**config.mk**
```make
export PLATFORM = sky130hd
export DESIGN_NAME = rle_overlay_span_splitter
export DESIGN_NICKNAME = d
export VERILOG_FILES = /design/src/rle_ovl_pkg.sv /design/src/rle_ovl_cfg.sv /design/src/rle_ovl_ctrl.sv /design/src/rle_ovl_dp.sv /design/src/rle_overlay_span_splitter.sv
export SDC_FILE = /design/constraint.sdc
export NUM_CORES = 1
export LEC_CHECK = 0
export ABC_AREA = 0
export ABC_CLOCK_PERIOD_IN_PS = 14900
export BUFFER_PORTS_ARGS = -buffer_cell sky130_fd_sc_hd__buf_4
export CAP_MARGIN = 20
export CELL_PAD_IN_SITES_DETAIL_PLACEMENT = 2
export CELL_PAD_IN_SITES_GLOBAL_PLACEMENT = 2
export CORE_UTILIZATION = 42
export DETAILED_ROUTE_END_ITERATION = 8
export PLACE_DENSITY = 0.83
export SLEW_MARGIN = 30
export SYNTH_ARGS = -nofsm -noshare
export SYNTH_HDL_FRONTEND = slang
export SYNTH_SLANG_ARGS = --single-unit
```
**constraint.sdc**
```tcl
create_clock -name i_clk -period 14.9 [get_ports i_clk]
set_input_delay 2.98 -clock i_clk [delete_from_list [all_inputs] [get_ports i_clk]]
set_output_delay 2.98 -clock i_clk [all_outputs]
set_load 0.03 [all_outputs]
```
**src/rle_ovl_pkg.sv**
```systemverilog
// Shared types and constants for the overlay run splitter.
package rle_ovl_pkg;

    localparam int PALETTE_ENTRIES = 16;

    // Configuration register indexes
    localparam logic [2:0] REG_OVERLAY_WIDTH = 3'd0;
    localparam logic [2:0] REG_WIN_LEFT      = 3'd1;
    localparam logic [2:0] REG_WIN_RIGHT     = 3'd2;
    localparam logic [2:0] REG_WIN_TOP       = 3'd3;
    localparam logic [2:0] REG_WIN_BOTTOM    = 3'd4;
    localparam logic [2:0] REG_ORIGIN_X      = 3'd5;
    localparam logic [2:0] REG_ORIGIN_Y      = 3'd6;
    localparam logic [2:0] REG_OPAQUE_MASKS  = 3'd7;

    // Register reset values
    localparam logic [10:0] OVERLAY_WIDTH_RST = 11'd720;
    localparam logic [9:0]  WIN_LEFT_RST      = 10'd0;
    localparam logic [9:0]  WIN_RIGHT_RST     = 10'd1023;
    localparam logic [9:0]  WIN_TOP_RST       = 10'd0;
    localparam logic [9:0]  WIN_BOTTOM_RST    = 10'd1023;
    localparam logic [9:0]  ORIGIN_X_RST      = 10'd0;
    localparam logic [9:0]  ORIGIN_Y_RST      = 10'd0;
    localparam logic [31:0] OPAQUE_MASKS_RST  = 32'h0000_0000;

    localparam logic [10:0] MIN_LINE_WIDTH = 11'd64;

    typedef struct packed {
        logic [10:0] overlay_width;
        logic [9:0]  win_left;
        logic [9:0]  win_right;
        logic [9:0]  win_top;
        logic [9:0]  win_bottom;
        logic [9:0]  origin_x;
        logic [9:0]  origin_y;
        logic [31:0] opaque_masks;
    } t_cfg;

    typedef struct packed {
        logic [10:0] x;
        logic [10:0] y;
        logic [10:0] width;
        logic [3:0]  color;
        logic        clip;
    } t_seg;

    typedef struct packed {
        logic load;
        logic start;
        logic limit;
        logic step;
        logic flush;
    } t_dp_cmd;

    typedef struct packed {
        logic len_zero;
        logic rem_zero;
        logic seg_vis;
        logic pend_valid;
        logic out_free;
    } t_dp_sts;

endpackage

```
**src/rle_ovl_cfg.sv**
```systemverilog
// Configuration registers and effective line width.
module rle_ovl_cfg
    import rle_ovl_pkg::*;
#(
    parameter int MAX_LINE_WIDTH = 1024
) (
    input  logic                                  i_clk,
    input  logic                                  i_rst_n,
    input  logic                                  i_cfg_we,
    input  logic [2:0]                            i_cfg_index,
    input  logic [31:0]                           i_cfg_data,
    output t_cfg                                  o_cfg,
    output logic [$clog2(MAX_LINE_WIDTH+1)-1:0]   o_line_width
);
    localparam int LW_W = $clog2(MAX_LINE_WIDTH + 1);

    t_cfg r_cfg;
    t_cfg n_cfg;

    always_comb begin
        n_cfg = r_cfg;
        if (i_cfg_we) begin
            case (i_cfg_index)
                REG_OVERLAY_WIDTH: n_cfg.overlay_width = i_cfg_data[10:0];
                REG_WIN_LEFT:      n_cfg.win_left      = i_cfg_data[9:0];
                REG_WIN_RIGHT:     n_cfg.win_right     = i_cfg_data[9:0];
                REG_WIN_TOP:       n_cfg.win_top       = i_cfg_data[9:0];
                REG_WIN_BOTTOM:    n_cfg.win_bottom    = i_cfg_data[9:0];
                REG_ORIGIN_X:      n_cfg.origin_x      = i_cfg_data[9:0];
                REG_ORIGIN_Y:      n_cfg.origin_y      = i_cfg_data[9:0];
                REG_OPAQUE_MASKS:  n_cfg.opaque_masks  = i_cfg_data;
                default:           n_cfg = r_cfg;
            endcase
        end
    end

    always_ff @(posedge i_clk) begin
        if (!i_rst_n) begin
            r_cfg.overlay_width <= OVERLAY_WIDTH_RST;
            r_cfg.win_left      <= WIN_LEFT_RST;
            r_cfg.win_right     <= WIN_RIGHT_RST;
            r_cfg.win_top       <= WIN_TOP_RST;
            r_cfg.win_bottom    <= WIN_BOTTOM_RST;
            r_cfg.origin_x      <= ORIGIN_X_RST;
            r_cfg.origin_y      <= ORIGIN_Y_RST;
            r_cfg.opaque_masks  <= OPAQUE_MASKS_RST;
        end else begin
            r_cfg <= n_cfg;
        end
    end

    // Saturate the line width to the supported range
    always_comb begin
        if (r_cfg.overlay_width < MIN_LINE_WIDTH) begin
            o_line_width = LW_W'(MIN_LINE_WIDTH);
        end else if (32'(r_cfg.overlay_width) > MAX_LINE_WIDTH) begin
            o_line_width = LW_W'(MAX_LINE_WIDTH);
        end else begin
            o_line_width = LW_W'(r_cfg.overlay_width);
        end
    end

    assign o_cfg = r_cfg;

endmodule

```
**src/rle_ovl_ctrl.sv**
```systemverilog
// Controller sequencing the split of one run into segments.
module rle_ovl_ctrl
    import rle_ovl_pkg::*;
(
    input  logic    i_clk,
    input  logic    i_rst_n,
    input  logic    i_run_valid,
    output logic    o_run_ready,
    input  t_dp_sts i_sts,
    output t_dp_cmd o_cmd
);
    localparam logic [2:0] S_IDLE  = 3'd0;
    localparam logic [2:0] S_START = 3'd1;
    localparam logic [2:0] S_LIMIT = 3'd2;
    localparam logic [2:0] S_STEP  = 3'd3;
    localparam logic [2:0] S_END   = 3'd4;

    logic [2:0] r_state;
    logic [2:0] n_state;

    always_comb begin
        n_state     = r_state;
        o_cmd       = '0;
        o_run_ready = 1'b0;
        case (r_state)
            S_IDLE: begin
                // take no item while reset is held
                o_run_ready = i_rst_n;
                if (i_run_valid) begin
                    o_cmd.load = 1'b1;
                    n_state    = S_START;
                end
            end
            S_START: begin
                o_cmd.start = 1'b1;
                n_state     = i_sts.len_zero ? S_END : S_LIMIT;
            end
            S_LIMIT: begin
                o_cmd.limit = 1'b1;
                n_state     = S_STEP;
            end
            S_STEP: begin
                // hold while the pending segment cannot move to the output
                if (!(i_sts.seg_vis && i_sts.pend_valid && !i_sts.out_free)) begin
                    o_cmd.step = 1'b1;
                    n_state    = i_sts.rem_zero ? S_END : S_LIMIT;
                end
            end
            S_END: begin
                if (!i_sts.pend_valid || i_sts.out_free) begin
                    o_cmd.flush = 1'b1;
                    n_state     = S_IDLE;
                end
            end
            default: n_state = S_IDLE;
        endcase
    end

    always_ff @(posedge i_clk) begin
        if (!i_rst_n) begin
            r_state <= S_IDLE;
        end else begin
            r_state <= n_state;
        end
    end

endmodule

```
**src/rle_ovl_dp.sv**
```systemverilog
// Datapath: position, segment limits, pending segment and output register.
module rle_ovl_dp
    import rle_ovl_pkg::*;
#(
    parameter int MAX_LINE_WIDTH = 1024
) (
    input  logic                                i_clk,
    input  logic                                i_rst_n,
    input  t_cfg                                i_cfg,
    input  logic [$clog2(MAX_LINE_WIDTH+1)-1:0] i_line_width,
    input  t_dp_cmd                             i_cmd,
    output t_dp_sts                             o_sts,
    input  logic [9:0]                          i_run_length,
    input  logic [3:0]                          i_color_index,
    input  logic                                i_first_run,
    output logic                                o_seg_valid,
    input  logic                                i_seg_ready,
    output t_seg                                o_seg,
    output logic                                o_last_segment
);
    localparam int COL_W = $clog2(MAX_LINE_WIDTH);
    localparam int LW_W  = $clog2(MAX_LINE_WIDTH + 1);
    localparam int AW    = ((LW_W > 11) ? LW_W : 11) + 1;

    logic [COL_W-1:0] r_col;
    logic [9:0]       r_row;
    logic [9:0]       r_len;
    logic [3:0]       r_color;
    logic [AW-1:0]    r_limit;
    logic             r_clip;
    t_seg             r_pend;
    logic             r_pend_valid;
    t_seg             r_out;
    logic             r_out_last;
    logic             r_out_valid;

    logic [AW-1:0] col_e;
    logic [AW-1:0] lw_e;
    logic [AW-1:0] lim_line;
    logic [AW-1:0] d_left;
    logic [AW-1:0] d_right;
    logic          in_rows;
    logic [AW-1:0] n_limit;
    logic          n_clip;
    logic [AW-1:0] seg_w;
    logic [AW-1:0] col_sum;
    logic [9:0]    len_rem;
    logic          color_ok;
    logic          seg_vis;
    logic          out_free;
    logic          out_load;
    t_seg          new_seg;

    assign col_e = AW'(r_col);
    assign lw_e  = AW'(i_line_width);

    // Segment limit from the line end and the clip edges
    always_comb begin
        lim_line = lw_e - col_e;
        d_left   = AW'(i_cfg.win_left) - col_e;
        d_right  = AW'(i_cfg.win_right) - col_e + AW'(1);
        in_rows  = (r_row >= i_cfg.win_top) && (r_row <= i_cfg.win_bottom);
        n_limit  = lim_line;
        n_clip   = 1'b0;
        if (in_rows) begin
            if (col_e < AW'(i_cfg.win_left)) begin
                if (d_left < lim_line) begin
                    n_limit = d_left;
                end
            end else if (col_e <= AW'(i_cfg.win_right)) begin
                n_clip = 1'b1;
                if (d_right < lim_line) begin
                    n_limit = d_right;
                end
            end
        end
    end

    always_comb begin
        seg_w    = (AW'(r_len) < r_limit) ? AW'(r_len) : r_limit;
        col_sum  = col_e + seg_w;
        len_rem  = r_len - 10'(seg_w);
        color_ok = 32'(r_color) < PALETTE_ENTRIES;
        seg_vis  = color_ok && i_cfg.opaque_masks[{r_clip, r_color}];
        new_seg.x     = 11'(AW'(i_cfg.origin_x) + col_e);
        new_seg.y     = {1'b0, i_cfg.origin_y} + {1'b0, r_row};
        new_seg.width = 11'(seg_w);
        new_seg.color = r_color;
        new_seg.clip  = r_clip;
    end

    assign out_free = !r_out_valid || i_seg_ready;
    assign out_load = r_pend_valid && ((i_cmd.step && seg_vis) || i_cmd.flush);

    always_ff @(posedge i_clk) begin
        if (i_cmd.load) begin
            r_len   <= i_run_length;
            r_color <= i_color_index;
        end else if (i_cmd.step) begin
            r_len <= len_rem;
        end
        if (i_cmd.limit) begin
            r_limit <= n_limit;
            r_clip  <= n_clip;
        end
        if (i_cmd.step && seg_vis) begin
            r_pend <= new_seg;
        end
        if (out_load) begin
            r_out      <= r_pend;
            r_out_last <= i_cmd.flush;
        end
    end

    always_ff @(posedge i_clk) begin
        if (!i_rst_n) begin
            r_col        <= '0;
            r_row        <= '0;
            r_pend_valid <= 1'b0;
            r_out_valid  <= 1'b0;
        end else begin
            if (i_cmd.load && i_first_run) begin
                r_col <= '0;
                r_row <= '0;
            end else if (i_cmd.start && (r_len != 10'd0) && (col_e >= lw_e)) begin
                // wrap first when the width was lowered mid-image
                r_col <= '0;
                r_row <= r_row + 10'd1;
            end else if (i_cmd.step) begin
                if (col_sum == lw_e) begin
                    r_col <= '0;
                    r_row <= r_row + 10'd1;
                end else begin
                    r_col <= COL_W'(col_sum);
                end
            end
            if (i_cmd.step && seg_vis) begin
                r_pend_valid <= 1'b1;
            end else if (i_cmd.flush) begin
                r_pend_valid <= 1'b0;
            end
            if (out_load) begin
                r_out_valid <= 1'b1;
            end else if (i_seg_ready) begin
                r_out_valid <= 1'b0;
            end
        end
    end

    assign o_sts.len_zero   = (r_len == 10'd0);
    assign o_sts.rem_zero   = (len_rem == 10'd0);
    assign o_sts.seg_vis    = seg_vis;
    assign o_sts.pend_valid = r_pend_valid;
    assign o_sts.out_free   = out_free;

    assign o_seg_valid    = r_out_valid;
    assign o_seg          = r_out;
    assign o_last_segment = r_out_last;

endmodule

```
**src/rle_overlay_span_splitter.sv**
```systemverilog
// Top level of the run-length overlay span splitter.
//
//   channel  direction  handshake                   payload
//   cfg      in         i_cfg_we                    i_cfg_index, i_cfg_data
//   run      in         i_run_valid / o_run_ready   run_length, color_index, first_run
//   seg      out        o_seg_valid / i_seg_ready   seg_x, seg_y, seg_width, seg_color,
//                                                   clip_pal_sel, last_segment
//
// A run is split by load and start, a limit and a step per segment, and an
// end step. Each visible segment waits in a one-deep buffer until the next
// one is known, so the run's last segment can be flagged.
// A stalled output holds the step sequencer; the next run is taken while the
// final segment still sits in the output register.
// Reset is synchronous, active low; it loads the register defaults and
// zeroes the column and row.
module rle_overlay_span_splitter
    import rle_ovl_pkg::*;
#(
    parameter int MAX_LINE_WIDTH = 1024
) (
    input  logic        i_clk,
    input  logic        i_rst_n,
    input  logic        i_cfg_we,
    input  logic [2:0]  i_cfg_index,
    input  logic [31:0] i_cfg_data,
    input  logic        i_run_valid,
    output logic        o_run_ready,
    input  logic [9:0]  i_run_length,
    input  logic [3:0]  i_color_index,
    input  logic        i_first_run,
    output logic        o_seg_valid,
    input  logic        i_seg_ready,
    output logic [10:0] o_seg_x,
    output logic [10:0] o_seg_y,
    output logic [10:0] o_seg_width,
    output logic [3:0]  o_seg_color,
    output logic        o_clip_pal_sel,
    output logic        o_last_segment
);
    localparam int LW_W = $clog2(MAX_LINE_WIDTH + 1);

    t_cfg            cfg;
    logic [LW_W-1:0] line_width;
    t_dp_cmd         cmd;
    t_dp_sts         sts;
    t_seg            seg;

    rle_ovl_cfg #(
        .MAX_LINE_WIDTH (MAX_LINE_WIDTH)
    ) u_cfg (
        .i_clk        (i_clk),
        .i_rst_n      (i_rst_n),
        .i_cfg_we     (i_cfg_we),
        .i_cfg_index  (i_cfg_index),
        .i_cfg_data   (i_cfg_data),
        .o_cfg        (cfg),
        .o_line_width (line_width)
    );

    rle_ovl_ctrl u_ctrl (
        .i_clk       (i_clk),
        .i_rst_n     (i_rst_n),
        .i_run_valid (i_run_valid),
        .o_run_ready (o_run_ready),
        .i_sts       (sts),
        .o_cmd       (cmd)
    );

    rle_ovl_dp #(
        .MAX_LINE_WIDTH (MAX_LINE_WIDTH)
    ) u_dp (
        .i_clk          (i_clk),
        .i_rst_n        (i_rst_n),
        .i_cfg          (cfg),
        .i_line_width   (line_width),
        .i_cmd          (cmd),
        .o_sts          (sts),
        .i_run_length   (i_run_length),
        .i_color_index  (i_color_index),
        .i_first_run    (i_first_run),
        .o_seg_valid    (o_seg_valid),
        .i_seg_ready    (i_seg_ready),
        .o_seg          (seg),
        .o_last_segment (o_last_segment)
    );

    assign o_seg_x        = seg.x;
    assign o_seg_y        = seg.y;
    assign o_seg_width    = seg.width;
    assign o_seg_color    = seg.color;
    assign o_clip_pal_sel = seg.clip;

endmodule

```
==> metrics <==
Die H 182 um; Critical Path Sink Type output pin; first-pass GRT wire length 71700 um; TNS Setup 0 ns; layout cell share with drive strength beyond 1 0.118; fin crit period roughly 6.8 ns; Synth async-reset ratio 0; outcome finished clean; top post-synthesis cells by area edfxtp_1 (23%), dfxtp_1 (19%), ha_1 (11%); Hold Path Cell Cnt 0; Fin Hold WS 0.422 ns; LEAKAGE 0.00638 uW; crit start category input port; Setup Viol. Count Final 0; # resized after CTS 0; Synth Area in Simple Gates 0.170; worst r2r path cells 22; Arrival @ worst endpoint 3.85 ns; Flop pwr share 0.351; crit-path cells buf_4 -> nand2b_1 -> nor3_1 -> buf_4; worst skew pair latency 0.56 ns; WL/cell 23.4 um; Initial Utilization 0.429; CTS tree done; GRT Overall Usage 0.281; Max Freq 146 MHz; Unique masters post-synth 83; mux contribution to synthesized area 0.0370; synth warn 0; wirelength, routed roughly 46000 um; post-route setup slack 8.07 ns; Yosys top cell area share 0.230; Final period util 0.458; global route overflow 0; clock-pin slew on the worst setup and hold paths 0.06 ns; DRC violations left 0; max-slew violations 0; synthesis-to-finish area growth 14.7%; CTS HTree Levels 1; Top cell by count, worst path buf_4; Die Wd between 150 and 200 um; largest family of logic cells by synthesized area simple AND/OR/NAND/NOR gates; core area about 32000 um^2; sequential area share after synthesis 0.419; Num CTS Buffers 27; XOR/XNOR share of the synthesized area 0.0461; Mapped Nets 1647; Worst path top cell family by delay buffers and inverters; Final ANT Viol Nets 0; P_int 1400 uW; Gate Count Post-Synth 1467; CP max-delay cell buf_4; vias in the first global route about 13000; adder-cell share of the synthesized area 0.119; die footprint 33000 um^2; Final Hold Viols 0; switch share 0.344; total chip power 2140 uW; HP Class flop to flop; Clk pwr share 0.325; combinational fraction of design power 0.324; GP Congestion 0.834; worst-path fanout max 28; root buffer cell clkbuf_16; detailed placer's ending HPWL 33800 um; Fillers 3355; CTS Hold Bufs 0; clock skew between 0.01 and 0.015 ns; sw power 734 uW; 1st-iter DRT viols 547; biggest area consumer among synthesized cells edfxtp_1; Post-CTS Repair Setup Buffers 0; CP Depth 4; worst slew pin tran 0.940 ns; PwrDens 137 nW/um^2; first drt pass iteration count 4; RSZ-0062 raised after global routing no; post-synthesis cell area 13600 um^2; Avg Vias per Cell 5.80; clk sinks 232; Largest stage delay, worst path a little over 0.3 ns; synthesized area per cell 9.25 um^2; worst endpoint required time 11.92 ns; CTS max path bufs 3; IO Pins 96; largest net degree at the start of global routing between 70 and 80; Max transition margin 0.371; Nets 1721; WP buf/inv 2; Synth Area in Compound Gates 0.160; FF+latch count, synth 232; Setup WS pre-CTS about 8.1 ns; Top FF cell, synth dfxtp_1; Post-synth EDFFs between 100 and 150; diode count 0; Max Cap Viol 0; worst vdd ir 0.0000790 V; PortBufs 95; critical path class input port to output pin; initial antenna violation count 0; Core Rows between 60 and 70; Via Count between 10000 and 15000
[area by class of cell]
class	instances	area [um^2]	share of cell area
clock buffer	33	749	0.0482
clock inverter	17	169	0.0109
timing repair buffer	102	786	0.0505
sequential	232	5690	0.365
multi-input combinational	1077	7290	0.468
tap	402	503	0.0323
inverter	101	379	0.0244
[registers in the layout, summed over array words and instances (netlist names)]
name / flops
u_dp.r_color: 4
u_dp.o_seg: 38
u_dp.r_pend: 38
u_cfg.o_cfg: 103
u_ctrl.r_state: 3
u_dp.r_col: 10
u_dp.r_len: 10
u_dp.r_clip: 1
u_dp.r_pend_valid: 1
u_dp.r_row: 10
u_dp.o_last_segment: 1
u_dp.o_seg_valid: 1
u_dp.r_limit: 12
[layer usage]
layer,vias to the layer above,GRT usage,wire length (um)
met5,-,0,0
met2,241,0.517,23600
met1,5706,0.332,19100
met4,0,0.104,1560
met3,90,0.0357,1720
li1,5348,-,-
[power groups by stage]
stage | logic (uW) | registers [uW] | clock network (uW)
floorplan | 490 | 743 | 0
global placement | 632 | 760 | 0
detailed placement | 683 | 762 | 0
CTS | 694 | 749 | 702
global route | 760 | 752 | 723
finish | 693 | 750 | 693
[synthesized netlist by cell type, drive strengths merged (6+ instances only)]
| library cell | number |
|---|---|
| nor4 | 7 |
| nand4 | 10 |
| clkbuf | 46 |
| and3 | 7 |
| xor2 | 23 |
| a21boi | 8 |
| a21o | 25 |
| nand2b | 16 |
| dfxtp | 128 |
| o221ai | 14 |
| a211o | 6 |
| nand3 | 35 |
| ha | 119 |
| buf | 11 |
| o21a | 14 |
| nor3 | 16 |
| a31oi | 6 |
| o21ai | 54 |
| and2 | 12 |
| nor2b | 19 |
| xnor2 | 38 |
| inv | 100 |
| a21oi | 135 |
| a211oi | 13 |
| edfxtp | 104 |
| mux2 | 11 |
| nand2 | 244 |
| o211ai | 16 |
| o21bai | 8 |
| fa | 6 |
| or2 | 10 |
| or3 | 7 |
| mux2i | 25 |
| nor2 | 101 |
[placed cells by master, fill, tap and decap left out, types with 12 or more instances in the layout]
cell type | synthesis | layout
nand2_1 | 244 | 244
a21o_1 | 25 | 25
clkbuf_16 | 0 | 28
xnor2_1 | 38 | 38
buf_4 | 2 | 101
and2_1 | 12 | 12
nand2b_1 | 15 | 15
o21a_1 | 14 | 14
nor3_1 | 16 | 14
o211ai_1 | 16 | 16
nor2b_1 | 19 | 19
o221ai_1 | 14 | 14
edfxtp_1 | 104 | 104
dfxtp_1 | 128 | 128
inv_1 | 100 | 99
o21ai_0 | 54 | 52
nor2_1 | 100 | 97
xor2_1 | 23 | 23
a211oi_1 | 13 | 13
mux2i_1 | 25 | 25
ha_1 | 119 | 119
nand3_1 | 34 | 34
a21oi_1 | 135 | 134
[path summary, 6_finish.rpt]
path                        start         endpoint  slack, ns
setup / recovery          i_rst_n      o_run_ready       8.07
hold / removal     u_dp.r_pend[7]    u_dp.o_seg[7]       0.42
setup reg to reg  u_cfg.o_cfg[98]  u_dp.r_limit[1]       8.59
hold reg to reg    u_dp.r_pend[7]    u_dp.o_seg[7]       0.42
[metrics by stage]
| step | util | cells | instance area [um^2] |
|---|---|---|---|
| after floorplan | - | 1467 | 13600 |
| after global placement | 0.461 | 1913 | 14600 |
| after detailed placement | 0.463 | 1914 | 14600 |
| after CTS | 0.492 | 1964 | 15600 |
| after global routing | 0.492 | 1964 | 15600 |
| final | 0.492 | 1964 | 15600 |
[kinds of logic after synthesis]
| logic type | after synthesis |
|---|---|
| other cells | 1 |
| xor+xnor | 65 |
| buf+inv | 158 |
| mux | 41 |
| flops | 232 |
| simple gates | 505 |
| fa+ha+maj | 126 |
| compound gates | 339 |
(Power assumes the default switching activity.)
